File: config.mk
export PLATFORM = sky130hd
export DESIGN_NAME = serial_rx_escape_and_telnet_decoder
export DESIGN_NICKNAME = d
export VERILOG_FILES = /design/src/srted_pkg.sv /design/src/serial_rx_escape_and_telnet_decoder.sv /design/src/srted_decode.sv
export VERILOG_INCLUDE_DIRS = /design/src /design/src/src
export SDC_FILE = /design/constraint.sdc
export NUM_CORES = 1
export LEC_CHECK = 0
export ABC_AREA = 1
export BUFFER_PORTS_ARGS = -buffer_cell sky130_fd_sc_hd__buf_2
export CORE_ASPECT_RATIO = 0.75
export CORE_MARGIN = 2
export CORE_UTILIZATION = 42
export DETAILED_ROUTE_END_ITERATION = 10
export MAX_ROUTING_LAYER = met4
export PLACE_DENSITY = 0.68
export REMOVE_ABC_BUFFERS = 1
export SLEW_MARGIN = 5
export SYNTH_ARGS = -nofsm -noshare
export SYNTH_HDL_FRONTEND = slang
export SYNTH_HIERARCHICAL = 1
export SYNTH_SLANG_ARGS = --single-unit
File: constraint.sdc
create_clock -name clk -period 5.5 [get_ports clk]
set_input_delay 0.55 -clock clk [delete_from_list [all_inputs] [get_ports clk]]
set_output_delay 0.55 -clock clk [all_outputs]
set_load 0.02 [all_outputs]
File: src/assert_macros.svh
// ----------------------------------------------------------------------------
// assert_macros.svh
// Assertion shorthands shared by the RTL; empty when SYNTH is defined.
// ----------------------------------------------------------------------------
`ifndef ASSERT_MACROS_SVH
`define ASSERT_MACROS_SVH

`ifndef SYNTH
// Check b in the same cycle whenever a holds.
`define ASSERT_NOW(label, clk, rst_n, a, b) \
    label: assert property (@(posedge clk) disable iff (!rst_n) (a) |-> (b)) \
        else $error("assertion failed");
// Check b in the cycle after a holds.
`define ASSERT_NEXT(label, clk, rst_n, a, b) \
    label: assert property (@(posedge clk) disable iff (!rst_n) (a) |=> (b)) \
        else $error("assertion failed");
`else
`define ASSERT_NOW(label, clk, rst_n, a, b)
`define ASSERT_NEXT(label, clk, rst_n, a, b)
`endif

`endif

File: src/srted_pkg.sv
// ----------------------------------------------------------------------------
// srted_pkg
// Shared codes and types of the serial receive escape / telnet decoder.
// ----------------------------------------------------------------------------
package srted_pkg;

    localparam logic [7:0] IAC_BYTE   = 8'hff;
    localparam logic [7:0] CMD_GA     = 8'd249;
    localparam logic [7:0] CMD_SB     = 8'd250;
    localparam logic [7:0] CMD_WILL   = 8'd251;
    localparam logic [7:0] CMD_WONT   = 8'd252;
    localparam logic [7:0] CMD_DO     = 8'd253;
    localparam logic [7:0] CMD_DONT   = 8'd254;
    localparam logic [7:0] OPT_BINARY = 8'd0;
    localparam logic [7:0] OPT_ECHO   = 8'd1;
    localparam logic [7:0] OPT_SGA    = 8'd3;

    localparam int unsigned MAX_RESULTS = 3;

    // Register indexes of the configuration port
    localparam logic CFG_TELNET_MODE      = 1'b0;
    localparam logic CFG_TRANSPARENT_MODE = 1'b1;

    typedef enum logic [1:0] {
        KIND_DATA   = 2'd0,
        KIND_BREAK  = 2'd1,
        KIND_REPLY  = 2'd2,
        KIND_STATUS = 2'd3
    } kind_t;

    typedef struct packed {
        kind_t      kind;
        logic [7:0] value;
    } result_t;

    // All results caused by one received byte; items[0] goes out first
    typedef struct packed {
        result_t [MAX_RESULTS-1:0] items;
        logic [1:0]                count;
        logic                      cts;
        logic                      dsr;
    } burst_t;

    typedef struct packed {
        logic telnet_mode;
        logic transparent_mode;
    } cfg_t;

endpackage

File: src/serial_rx_escape_and_telnet_decoder.sv
// ----------------------------------------------------------------------------
// serial_rx_escape_and_telnet_decoder
// Receive-side decoder for an emulated serial port fed by a network peer.
// ----------------------------------------------------------------------------
// Each byte from the peer is taken into a one-byte input register, decoded
// combinationally into a burst of zero to three results, and the burst is
// loaded into the output register, from which one result beat leaves per
// cycle unless stalled; last marks the final beat of a burst. A byte thus
// holds the output for one beat per result (one for data, up to two for a
// status escape, three for a telnet reply); bytes that cause no result pass
// at one per cycle while the output is empty. The input register takes a
// new byte while a burst still waits on the output, so the two sides are
// decoupled by one stage. Decoder state advances when a byte moves from the
// input register into the output register. Configuration writes (telnet_mode
// index 0, transparent_mode index 1) are always ready and are registered.
module serial_rx_escape_and_telnet_decoder (
    input  logic       clk,
    input  logic       rst_n,
    // input byte channel
    input  logic       in_valid,
    output logic       in_stall,
    input  logic [7:0] rx_byte,
    // result channel
    output logic       out_valid,
    input  logic       out_stall,
    output logic [1:0] kind,
    output logic [7:0] value,
    output logic       last,
    output logic       cts,
    output logic       dsr,
    // configuration write channel
    input  logic       cfg_valid,
    output logic       cfg_ready,
    input  logic       cfg_index,
    input  logic       cfg_data
);

`include "assert_macros.svh"

    srted_pkg::cfg_t   cfg_reg;
    srted_pkg::burst_t burst;

    logic       hold_valid_reg;
    logic [7:0] hold_byte_reg;

    logic                                          out_valid_reg;
    srted_pkg::result_t [srted_pkg::MAX_RESULTS-1:0] items_reg, items_next;
    logic [1:0]                                    count_reg;
    logic                                          cts_reg;
    logic                                          dsr_reg;

    logic in_beat;
    logic out_beat;
    logic move;

    assign cfg_ready = 1'b1;

    // Take a config beat whenever it shows up
    always_ff @(posedge clk or negedge rst_n)
    begin
        if (!rst_n)
        begin
            cfg_reg <= '0;
        end
        else if (cfg_valid && cfg_ready)
        begin
            case (cfg_index)
                srted_pkg::CFG_TELNET_MODE:      cfg_reg.telnet_mode      <= cfg_data;
                srted_pkg::CFG_TRANSPARENT_MODE: cfg_reg.transparent_mode <= cfg_data;
                default:                         cfg_reg                  <= cfg_reg;
            endcase
        end
    end

    // Advance the held byte once the output is empty or on its last beat
    assign out_beat = out_valid_reg && !out_stall;
    assign last     = (count_reg == 2'd1);
    assign move     = hold_valid_reg && (!out_valid_reg || (out_beat && last));
    assign in_stall = hold_valid_reg && !move;
    assign in_beat  = in_valid && !in_stall;

    always_ff @(posedge clk or negedge rst_n)
    begin
        if (!rst_n)
        begin
            hold_valid_reg <= 1'b0;
        end
        else if (in_beat)
        begin
            hold_valid_reg <= 1'b1;
        end
        else if (move)
        begin
            hold_valid_reg <= 1'b0;
        end
    end

    always_ff @(posedge clk)
    begin
        if (in_beat)
            hold_byte_reg <= rx_byte;
    end

    srted_decode u_decode (
        .clk     (clk),
        .rst_n   (rst_n),
        .step    (move),
        .byte_in (hold_byte_reg),
        .cfg     (cfg_reg),
        .burst   (burst)
    );

    // Shift the burst down one result per beat
    always_comb
    begin
        items_next = items_reg;
        for (int i = 0; i < srted_pkg::MAX_RESULTS - 1; i++)
            items_next[i] = items_reg[i+1];
    end

    always_ff @(posedge clk or negedge rst_n)
    begin
        if (!rst_n)
        begin
            out_valid_reg <= 1'b0;
            count_reg     <= 2'd0;
        end
        else if (move)
        begin
            out_valid_reg <= (burst.count != 2'd0);
            count_reg     <= burst.count;
        end
        else if (out_beat)
        begin
            out_valid_reg <= !last;
            count_reg     <= count_reg - 2'd1;
        end
    end

    always_ff @(posedge clk)
    begin
        if (move)
        begin
            items_reg <= burst.items;
            cts_reg   <= burst.cts;
            dsr_reg   <= burst.dsr;
        end
        else if (out_beat)
        begin
            items_reg <= items_next;
        end
    end

    assign out_valid = out_valid_reg;
    assign kind      = items_reg[0].kind;
    assign value     = items_reg[0].value;
    assign cts       = cts_reg;
    assign dsr       = dsr_reg;

    // A shown burst always has a result left
    `ASSERT_NOW(a_count_nonzero, clk, rst_n, out_valid_reg, count_reg != 2'd0)
    // A beat that is not the last leaves the rest of the burst on the output
    `ASSERT_NEXT(a_burst_continues, clk, rst_n, out_beat && !last, out_valid_reg)
    `ASSERT_NEXT(a_count_steps, clk, rst_n, out_beat && !last && !move,
                 count_reg == $past(count_reg) - 2'd1)
    // A byte blocked behind the output is still held next cycle
    `ASSERT_NEXT(a_hold_kept, clk, rst_n, hold_valid_reg && !move, hold_valid_reg)

endmodule

File: src/srted_decode.sv
// ----------------------------------------------------------------------------
// srted_decode
// Decoder state and the per-byte decode into a burst of up to three results.
// ----------------------------------------------------------------------------
module srted_decode (
    input  logic                  clk,
    input  logic                  rst_n,
    input  logic                  step,
    input  logic [7:0]            byte_in,
    input  srted_pkg::cfg_t       cfg,
    output srted_pkg::burst_t     burst
);

    // Option flags other than binary_peer never affect any result,
    // so only the flags that steer decoding are kept.
    logic       escape_pending_reg, escape_pending_next;
    logic       in_command_reg, in_command_next;
    logic       have_command_reg, have_command_next;
    logic [7:0] command_code_reg, command_code_next;
    logic       binary_peer_reg, binary_peer_next;
    logic       cts_line_reg, cts_line_next;
    logic       dsr_line_reg, dsr_line_next;

    function automatic srted_pkg::result_t [srted_pkg::MAX_RESULTS-1:0] reply3(
        input logic [7:0] cmd,
        input logic [7:0] opt
    );
        srted_pkg::result_t [srted_pkg::MAX_RESULTS-1:0] r;
        r[0].kind  = srted_pkg::KIND_REPLY;
        r[0].value = srted_pkg::IAC_BYTE;
        r[1].kind  = srted_pkg::KIND_REPLY;
        r[1].value = cmd;
        r[2].kind  = srted_pkg::KIND_REPLY;
        r[2].value = opt;
        return r;
    endfunction

    always_comb
    begin
        logic known;
        known = (byte_in == srted_pkg::OPT_BINARY) || (byte_in == srted_pkg::OPT_ECHO)
             || (byte_in == srted_pkg::OPT_SGA);

        escape_pending_next = escape_pending_reg;
        in_command_next     = in_command_reg;
        have_command_next   = have_command_reg;
        command_code_next   = command_code_reg;
        binary_peer_next    = binary_peer_reg;
        cts_line_next       = cts_line_reg;
        dsr_line_next       = dsr_line_reg;

        burst.count = 2'd0;
        for (int i = 0; i < srted_pkg::MAX_RESULTS; i++)
        begin
            burst.items[i].kind  = srted_pkg::KIND_DATA;
            burst.items[i].value = 8'd0;
        end

        if (cfg.telnet_mode)
        begin
            if (!in_command_reg)
            begin
                if (byte_in == srted_pkg::IAC_BYTE)
                begin
                    in_command_next = 1'b1;
                end
                else
                begin
                    burst.items[0].value = byte_in;
                    burst.count          = 2'd1;
                end
            end
            else if (!have_command_reg)
            begin
                if (byte_in == srted_pkg::CMD_GA)
                begin
                    in_command_next = 1'b0;
                end
                else
                begin
                    command_code_next = byte_in;
                    have_command_next = 1'b1;
                    // escaped 0xff counts as data only in peer binary mode
                    if (binary_peer_reg && byte_in == srted_pkg::IAC_BYTE)
                    begin
                        in_command_next      = 1'b0;
                        have_command_next    = 1'b0;
                        burst.items[0].value = srted_pkg::IAC_BYTE;
                        burst.count          = 2'd1;
                    end
                end
            end
            else
            begin
                in_command_next   = 1'b0;
                have_command_next = 1'b0;
                if (!known && command_code_reg > srted_pkg::CMD_SB)
                begin
                    burst.items = reply3(srted_pkg::CMD_WONT, byte_in);
                    burst.count = 2'd3;
                end
                if (command_code_reg == srted_pkg::CMD_WILL
                    || command_code_reg == srted_pkg::CMD_WONT)
                begin
                    if (byte_in == srted_pkg::OPT_BINARY)
                        binary_peer_next = (command_code_reg == srted_pkg::CMD_WILL);
                end
                else if (command_code_reg == srted_pkg::CMD_DO
                         || command_code_reg == srted_pkg::CMD_DONT)
                begin
                    if (byte_in == srted_pkg::OPT_BINARY)
                    begin
                        burst.items = reply3((command_code_reg == srted_pkg::CMD_DO)
                                             ? srted_pkg::CMD_WILL : srted_pkg::CMD_WONT,
                                             srted_pkg::OPT_BINARY);
                        burst.count = 2'd3;
                    end
                    else if (byte_in == srted_pkg::OPT_ECHO)
                    begin
                        burst.items = reply3(srted_pkg::CMD_WONT, srted_pkg::OPT_ECHO);
                        burst.count = 2'd3;
                    end
                    else if (byte_in == srted_pkg::OPT_SGA)
                    begin
                        burst.items = reply3(srted_pkg::CMD_WILL, srted_pkg::OPT_SGA);
                        burst.count = 2'd3;
                    end
                end
            end
        end
        else if (escape_pending_reg)
        begin
            escape_pending_next = 1'b0;
            if (byte_in == srted_pkg::IAC_BYTE)
            begin
                burst.items[0].value = srted_pkg::IAC_BYTE;
                burst.count          = 2'd1;
            end
            else
            begin
                cts_line_next        = byte_in[0];
                dsr_line_next        = byte_in[1];
                burst.items[0].kind  = srted_pkg::KIND_STATUS;
                burst.items[1].kind  = srted_pkg::KIND_BREAK;
                burst.count          = byte_in[2] ? 2'd2 : 2'd1;
            end
        end
        else if (byte_in == srted_pkg::IAC_BYTE && !cfg.transparent_mode)
        begin
            escape_pending_next = 1'b1;
        end
        else
        begin
            burst.items[0].value = byte_in;
            burst.count          = 2'd1;
        end

        burst.cts = cts_line_next;
        burst.dsr = dsr_line_next;
    end

    always_ff @(posedge clk or negedge rst_n)
    begin
        if (!rst_n)
        begin
            escape_pending_reg <= 1'b0;
            in_command_reg     <= 1'b0;
            have_command_reg   <= 1'b0;
            command_code_reg   <= 8'd0;
            binary_peer_reg    <= 1'b0;
            cts_line_reg       <= 1'b0;
            dsr_line_reg       <= 1'b0;
        end
        else if (step)
        begin
            escape_pending_reg <= escape_pending_next;
            in_command_reg     <= in_command_next;
            have_command_reg   <= have_command_next;
            command_code_reg   <= command_code_next;
            binary_peer_reg    <= binary_peer_next;
            cts_line_reg       <= cts_line_next;
            dsr_line_reg       <= dsr_line_next;
        end
    end

endmodule

* Yosys cells after proc, flatten, opt, wreduce, memory -nomap -nowiden
Cells that the tools add are included.
** Operators by class
- Add/sub/neg operators :: 1
- $lt $le $gt $ge :: 1
- Equality and inequality tests :: 9
- Multiplexer cells :: 48
- Bitwise operators :: 4
- Reduce and logical (&&, ||, !) cells :: 31
** Operators with widths (count)
- $mux 32 :: 6
- $mux 10 :: 8
- $eq 8x8->1 const B :: 6
- $mux 22 :: 2
- $mux 30 :: 1
- $mux 20 :: 1
- $mux 1 :: 18
- $mux 2 :: 8
- $mux 8 :: 2
- $mux 12 :: 1
- $eq 8x1->1 const B :: 1
- $eq 8x2->1 const B :: 1
- $gt 8x8->1 const B :: 1
- $logic_and 1x1->1 :: 8
- $logic_not 8->1 :: 1
- $reduce_and 2->1 :: 4
- $logic_not 1->1 :: 7
- $reduce_and 6->1 :: 1
- $reduce_bool 2->1 :: 3
- $logic_or 1x1->1 :: 5
- $reduce_and 5->1 :: 1
- $not 1->1 :: 4
- $mux 3 :: 1
- $reduce_and 3->1 :: 1
- other kinds (2) :: 2
** Word-level totals
- Flip-flop bits (word level) :: 60
- Bits of input ports :: 15
- Output and inout bits :: 16
- Word-level logic and storage cells :: 115

* Longest topological paths before layout
Gate-level depths: netlist of the first run.
- Depth after elaboration :: 16
- Gate-level depth with buffers :: 16
- Mapped depth without buffers :: 16

* By module
Netlist of the first run, hierarchy kept.
** By module, submodules not included
- serial_rx_escape_and_telnet_decoder :: instances 1, cells each 171, area an instance 1911.8 um2, sequential area each 1351.3 um2
- srted_decode :: instances 1, cells each 199, area an instance 1341.3 um2, sequential area each 350.3 um2

* Worst setup path after synthesis of the first run
OpenSTA, ideal clock, no wires.
- Path kind :: register to register
- Start point :: register count_reg[1]
- End point :: register u_decode.command_code_reg[0]
- Library setup time :: 0.126 ns
- Data arrival time :: 1.985 ns
- Required time :: 5.374 ns
- Path slack :: 3.389 ns
- Cell stages (with the launch flop) :: 14
- Buffers on the path :: 2
- Period minus slack after synthesis :: 2.111 ns
- Cell sequence :: dfrtp_1 > inv_1 > ha_1 > nand2_2 > nand2_4 > nand2_4 > inv_4 > buf_6 > nand2_1 > nor2_1 > inv_1 > nor2_2 > buf_2 > o21ai_0
** Between the ends
- Cells in the longest elaborated chain, start to end :: 5
** Ends and longest elaborated chain
- start, declared :: RTL line serial_rx_escape_and_telnet_decoder.sv:48 : logic [1:0] count_reg;
- start signal, assigned :: RTL line serial_rx_escape_and_telnet_decoder.sv:131 : count_reg <= burst.count;
- start signal, assigned :: RTL line serial_rx_escape_and_telnet_decoder.sv:136 : count_reg <= count_reg - 2'd1;
- $eq 2x1->1 :: RTL line serial_rx_escape_and_telnet_decoder.sv:77 : assign last = (count_reg == 2'd1);
- net last :: RTL line serial_rx_escape_and_telnet_decoder.sv:28 : output logic last,
- $logic_and 1x1->1 :: RTL line serial_rx_escape_and_telnet_decoder.sv:78 : assign move = hold_valid_reg && (!out_valid_reg || (out_beat && last));
- $logic_or 1x1->1 :: RTL line serial_rx_escape_and_telnet_decoder.sv:78
- $logic_and 1x1->1 :: RTL line serial_rx_escape_and_telnet_decoder.sv:78
- net move :: RTL line serial_rx_escape_and_telnet_decoder.sv:54 : logic move;
- $reduce_and 5->1 (no source line)
- end signal, assigned :: RTL line srted_decode.sv:179 : command_code_reg <= command_code_next;
- end, declared :: RTL line srted_decode.sv:19 : logic [7:0] command_code_reg, command_code_next;
The timed path passes the listed nets, and every way through them passes these cells.
A chain may end at the register's enable or synchronous reset.

* Worst setup path after layout of the first run
- Start point :: register count_reg[1]
- End point :: register u_decode.command_code_reg[2]
** Between the ends
- Cells in the longest elaborated chain, start to end :: 5
** Ends and longest elaborated chain (RTL line)
- $eq 2x1->1 :: serial_rx_escape_and_telnet_decoder.sv:77
- $logic_and 1x1->1 :: serial_rx_escape_and_telnet_decoder.sv:78
- $logic_or 1x1->1 :: serial_rx_escape_and_telnet_decoder.sv:78
- $logic_and 1x1->1 :: serial_rx_escape_and_telnet_decoder.sv:78
- $reduce_and 5->1 (no source line)
Every way passes these cells.

==> out/results.ini, run 1 <==
[critical_path]
start_kind=flop
crit_chain=inv_1, ha_1, nand2_2, nand2_4, nand2_4, inv_4, nand2_1, nor2_1, inv_1, nor2_2, nand2_1, o21a_1
crit_type=flop to flop
arrival_ns=2.83
crit_start=count_reg[1]
cp_max_fo=38
cp_slowest_stage_delay_ns=0.46
cp_top_family=simple AND/OR/NAND/NOR gates
path_buf_inv=3
required_ns=5.73
worstSetupEndpointType=flop
r2r_start=count_reg[1]
worst_path_max_delay_cell=nor2_2

[place]
gp_congestion=0.887
portBuffers=29
dpl.hpwl_um=4400
place_inst=481
place_ws_ns=2.85

[routing]
wl_per_cell_um=12.7
drt_iter0_drc=157
dr.pass1.iters=4
drc=0
vias=2380
drt-total-wl_um=6310
ant_nets=0
vias_per_cell=4.79

[finish]
layout.cells.non_filler=497
largest_reg_flops=20
antenna_cells=0
multi_input_area_mm2=0.00117
fin_nets=407
fillers=748
regArea_mm2=0.00170
drive_gt1_share_pct=20.7
area_delta_synth_final_pct=10.4

[clocking]
postCtsHoldBufs=0
cts_tree=yes
clockRootBuffer=clkbuf_8
clk_latency_ns=0.34
cts.clk_slew.worst_paths_ns=0.07
cts_resized=0
cts_made_buffers=9
ctsHtreeMaxLevel=3
cts_buffer_depth=2
post-cts-setup-buffer-count=0
cts.sinks=60

[power_and_ir_drop]
power.density_mw_per_mm2=451
total_power_mw=1.62
peakVddDrop_mv=0.276
leakagePower_nw=1.69

[die]
die_w_um=106
initial_core_util_pct=43.8
ios=31
core_area_mm2=0.00743
die_h_um=80.2
rows=27
die-area_mm2=0.00847

[global_route]
antenna_found_initial=0
grt_remaining_overflow=0
grt_max_degree=39
grt_pass1_vias=2430
grt_pass1_wl_um=11100
grt_use_total_pct=17.5

[timing]
fmax_ghz=0.385
setup_ws_ns=2.90
setup_viol=0
rsz0062_at_grt=no
hold_violations=0
fin_crit_sh_pct=47.3
slew_violations=0
skew_ns=0.00725
slew_headroom_pct=39.3
fin_tns_setup_ns=0
fin_crit_ns=2.60
worst_pin_slew_ns=0.909

[logic_synthesis]
seq_area_frac_synth_pct=52.3
synth_cells=370
synthesis.area_mm2=0.00325
async_flop_share_pct=33.3
ys_ff_latch=60
ys_warn_count=6
syn_area_per_cell_um2=8.79
ys_types=37
synth-edff-count=40
synth-main-ff-cell=edfxtp_1

[worst_hold_path]
hold_path_class=primary input to async pin

[flow_run]
drv_cap=0

[status]
outcome=completed

[cells by family (layout without fill, tap and decap cells)]
kind of cell,after synthesis,after routing,share of synthesized area (%)
AND/OR/NAND/NOR,169,169,24.0
buffers and inverters,80,106,11.7
flip-flops,60,60,52.3
AO/OA/AOI/OAI,56,56,10.8
other,2,2,0.231
adder cells (fa/ha/maj),1,1,0.385
XOR/XNOR,1,1,0.269
multiplexers,1,1,0.346
[layout by cell type (no fill, tap or decap), types with 2 or more instances in the layout]
| master | synthesis | routed |
|---|---|---|
| nand2_2 | 5 | 5 |
| edfxtp_1 | 40 | 40 |
| inv_1 | 55 | 55 |
| clkinv_2 | 0 | 3 |
| nor2_2 | 2 | 2 |
| buf_2 | 2 | 29 |
| dfrtp_1 | 20 | 20 |
| o21ai_0 | 26 | 26 |
| a21oi_1 | 7 | 7 |
| inv_2 | 5 | 5 |
| nand3_1 | 7 | 7 |
| nor2_1 | 27 | 27 |
| nor3_1 | 7 | 7 |
| nor3_4 | 2 | 2 |
| o21a_1 | 6 | 6 |
| nand2_4 | 4 | 4 |
| nand2_1 | 102 | 102 |
| o21ai_2 | 2 | 2 |
| clkbuf_8 | 0 | 9 |
| conb_1 | 2 | 2 |
| a31oi_1 | 2 | 2 |
| nand4_1 | 5 | 5 |
| bufinv_16 | 0 | 2 |
| a21oi_2 | 11 | 11 |
[cells in the mapped netlist (2+ instances only)]
library cell,count,area [um2]
a31oi_1,2,12.5
nor3_1,7,35.0
nor2_1,27,101
dfrtp_1,20,500
o21ai_2,2,17.5
nor2_2,2,12.5
inv_2,5,18.8
nor3_4,2,32.5
o21a_1,6,45.0
buf_2,2,10.0
nand4_1,5,31.3
a21oi_2,11,96.3
nand3_1,7,35.0
nand2_1,102,383
nand2_2,5,31.3
a21oi_1,7,35.0
inv_1,55,206
nand2_4,4,45.0
conb_1,2,7.51
o21ai_0,26,130
buf_6,3,33.8
buf_4,14,105
edfxtp_1,40,1200
[final cells by class]
| cell class | count | area share (%) |
|---|---|---|
| clock buffers | 9 | 3.45 |
| clock inverters | 7 | 2.54 |
| inverters | 61 | 6.45 |
| multi-input cells | 230 | 32.6 |
| flip-flops and latches | 60 | 47.4 |
| well taps | 101 | 3.52 |
| repair buffers | 29 | 4.04 |
[routing by layer]
layer | share of wire (%) | up-vias | global-route usage [%]
li1 | - | 1221 | -
met1 | 49 | 1101 | 21.9
met2 | 44 | 47 | 26.5
met3 | 4.8 | 11 | 5.84
met4 | 1.9 | 0 | 6.71
met5 | 0 | - | -
[where the power goes]
group | internal (mW) | switching [mW]
logic | 0.130 | 0.330
registers | 0.673 | 0.0542
clock network | 0.253 | 0.178
[metrics by stage]
step	hold slack, ns	cell area (um2)	utilization, %
CTS	0.161	3590	48.3
detailed placement	0.485	3380	45.4
global placement	0.475	3380	45.4
global route	0.168	3590	48.3
finish	0.159	3590	48.3
floorplan	0.254	3100	-
[worst reg2reg max path, cell delays in order (launching register included)]
cell and delay (ns):
dfrtp_1 0.37, inv_1 0.06, ha_1 0.20, nand2_2 0.08, nand2_4 0.09, nand2_4 0.22
inv_4 0.39, nand2_1 0.13, nor2_1 0.15, inv_1 0.10, nor2_2 0.46, nand2_1 0.11
o21a_1 0.12
[path summary, 6_finish.rpt]
kind	end	slack, ns	depth (start not counted)
min in group clk	hold_byte_reg[2]	0.38	1
worst min register to register	u_decode/command_code_reg[6]	0.50	1
worst max register to register	u_decode/command_code_reg[2]	2.90	12
worst max-delay path	u_decode/command_code_reg[2]	2.90	12
worst min-delay path	cfg_reg[1]	0.16	1
max in group asynchronous	count_reg[0]	5.01	1
Note: power is estimated with default switching activity, not from simulation.
==> run 2: changes to the inputs <==
clock period = 2.4 ns   (was 5.5 ns; I/O delays follow)
==> run 2 against run 1 <==
  * Setup slack lost 2.6 ns
  * Via count grew 1.1%
  * Highest routed layer unchanged
  * Cell area grew 1.6%
  * Clock power grew 140%
  * Largest cell class unchanged
  * Clock skew grew 0.0040 ns
  * Sequential share of layout area shrank 0.75 points
  * Cell count grew 1.2%
==> out/results.ini, run 2 (same netlist as run 1, synthesis figures left out) <==
[timing]
rsz0062_at_grt=no
fin_crit_sh_pct=88.7
timing.hold.ws_ns=0.0612
fmax_ghz=0.470
fin_tns_setup_ns=0
skew_ns=0.0112
slew_headroom_pct=64.7
hold_violations=0
fin_crit_ns=2.13
setup_viol=0
slew_violations=0
worst_pin_slew_ns=0.528

[place]
gp_congestion=0.971
dpl.hpwl_um=4670
place_inst=486
dpl-instance-area_mm2=0.00341
portBuffers=29

[clocking]
ctsHtreeMaxLevel=3
cts.sinks=60
cts_buffer_depth=2
cts.clk_slew.worst_paths_ns=0.08
cts_tree=yes
cts_made_buffers=9
post-cts-setup-buffer-count=0
clockRootBuffer=clkbuf_8
clk_latency_ns=0.35

[power_and_ir_drop]
power.share.switching_pct=35.0
p_seq_share_pct=43.8
peakVddDrop_mv=0.647
p_comb_share_pct=29.3
leakagePower_nw=1.71
power.density_mw_per_mm2=1040
p_switching_mw=1.32
p_clk_share_pct=27.0
power.internal_mw=2.46

[finish]
largest_reg_flops=20
antenna_cells=0
final_common_cell=nand2_1
layout.cells.non_filler=503
fin_nets=413
fillers=731
final_area_mm2=0.00365
area_delta_synth_final_pct=12.2
layout_common_cells=102 x nand2_1, 55 x inv_1, 40 x edfxtp_1
drive_gt1_share_pct=21.6

[critical_path]
crit_type=flop to flop
worstSetupEndpointType=flop
required_ns=2.64
crit_top_cell=nand2_1
crit_chain=inv_2, nand2_1, nor2_2, o21ai_2, nand2_2, nand2_1, nand2_1, nand2_2, nand2_4, a21oi_2, or2_2, nand3_1, nand2_1, nand2_1, nand2_1
arrival_ns=2.37
start_kind=flop
worst_path_max_delay_cell=edfxtp_1
cp_slowest_stage_delay_ns=0.45
cp_max_fo=8

[worst_hold_path]
hold_path_class=primary input to flop

[routing]
ant_nets=0
drc=0
drt_iter0_drc=144
vias=2405
wl_per_cell_um=13.1
dr.pass1.iters=4
drt-total-wl_um=6580
vias_per_cell=4.78

[die]
die-area_mm2=0.00847
rows=27
ios=31
die_h_um=80.2
core_area_mm2=0.00743
die_w_um=106
initial_core_util_pct=43.8

[global_route]
grt_pass1_wl_um=11300
antenna_found_initial=0
grt_pass1_vias=2374
grt_max_degree=38
grt_use_total_pct=18.1
grt_remaining_overflow=0

[flow_run]
drv_cap=0

[status]
outcome=completed

==> run 2: area by class of cell <==
class | count | area, um2 | share of cell area (%)
Timing Repair Buffer | 35 | 193 | 5.28
Tap cell | 101 | 126 | 3.46
Clock buffer | 9 | 124 | 3.40
Sequential cell | 60 | 1700 | 46.6
Inverter | 61 | 231 | 6.34
Multi-Input combinational cell | 230 | 1170 | 32.1
Clock inverter | 7 | 101 | 2.78
==> run 2: power groups by stage <==
stage | combinational (mW) | clock [mW] | sequential (mW)
2_1_floorplan | 0.623 | 0 | 1.81
3_3_place_gp | 1.10 | 0 | 1.67
3_5_place_dp | 1.11 | 0 | 1.68
4_1_cts | 1.12 | 1.04 | 1.66
5_1_grt | 1.25 | 1.09 | 1.69
6_report | 1.11 | 1.02 | 1.65
==> run 2: worst paths after layout <==
kind                                                    from                           end  slack [ns]  cells after the start
worst min-delay path                              rx_byte[0]              hold_byte_reg[0]        0.06                      1
worst min register to register  u_decode/command_code_reg[7]  u_decode/command_code_reg[7]        0.50                      1
max in group asynchronous                              rst_n                    cfg_reg[0]        1.67                      2
worst max-delay path                        hold_byte_reg[3]                     out_valid        0.27                     15
min in group asynchronous                              rst_n         u_decode/dsr_line_reg        0.40                      2
worst max register to register              hold_byte_reg[3]                     out_valid        0.27                     15
==> run 2: repair_timing <==
item,4_1_cts,5_1_grt
setup endpoints to repair,0,0
endpoints found under the hold margin,20,0
resized for setup,0,0
hold buffers,1,0
==> run 2: metal layers <==
metal | vias to the layer above | global-route usage, % | wire (um)
met2 | 61 | 25.9 | 2790
met4 | 0 | 6.45 | 84
li1 | 1226 | - | -
met5 | - | - | 0
met3 | 7 | 5.93 | 367
met1 | 1111 | 24.1 | 3340
==> run 2: stage by stage <==
| stage | setup slack [ns] | power [mW] | utilization (%) |
|---|---|---|---|
| 4_1_cts | 0.305 | 3.82 | 49.1 |
| 2_1_floorplan | 0.0851 | 2.43 | - |
| 3_3_place_gp | 0.340 | 2.77 | 45.9 |
| 5_1_grt | 0.0867 | 4.03 | 49.1 |
| 6_report | 0.270 | 3.78 | 49.1 |
| 3_5_place_dp | 0.302 | 2.79 | 45.9 |
==> run 2: critical path, delay by kind of cell (launching register included) <==
family                 cells  cell delay [ns]
AO/OA/AOI/OAI              2             0.15
buffers and inverters      1             0.14
flip-flops                 1             0.45
AND/OR/NAND/NOR           12             1.30
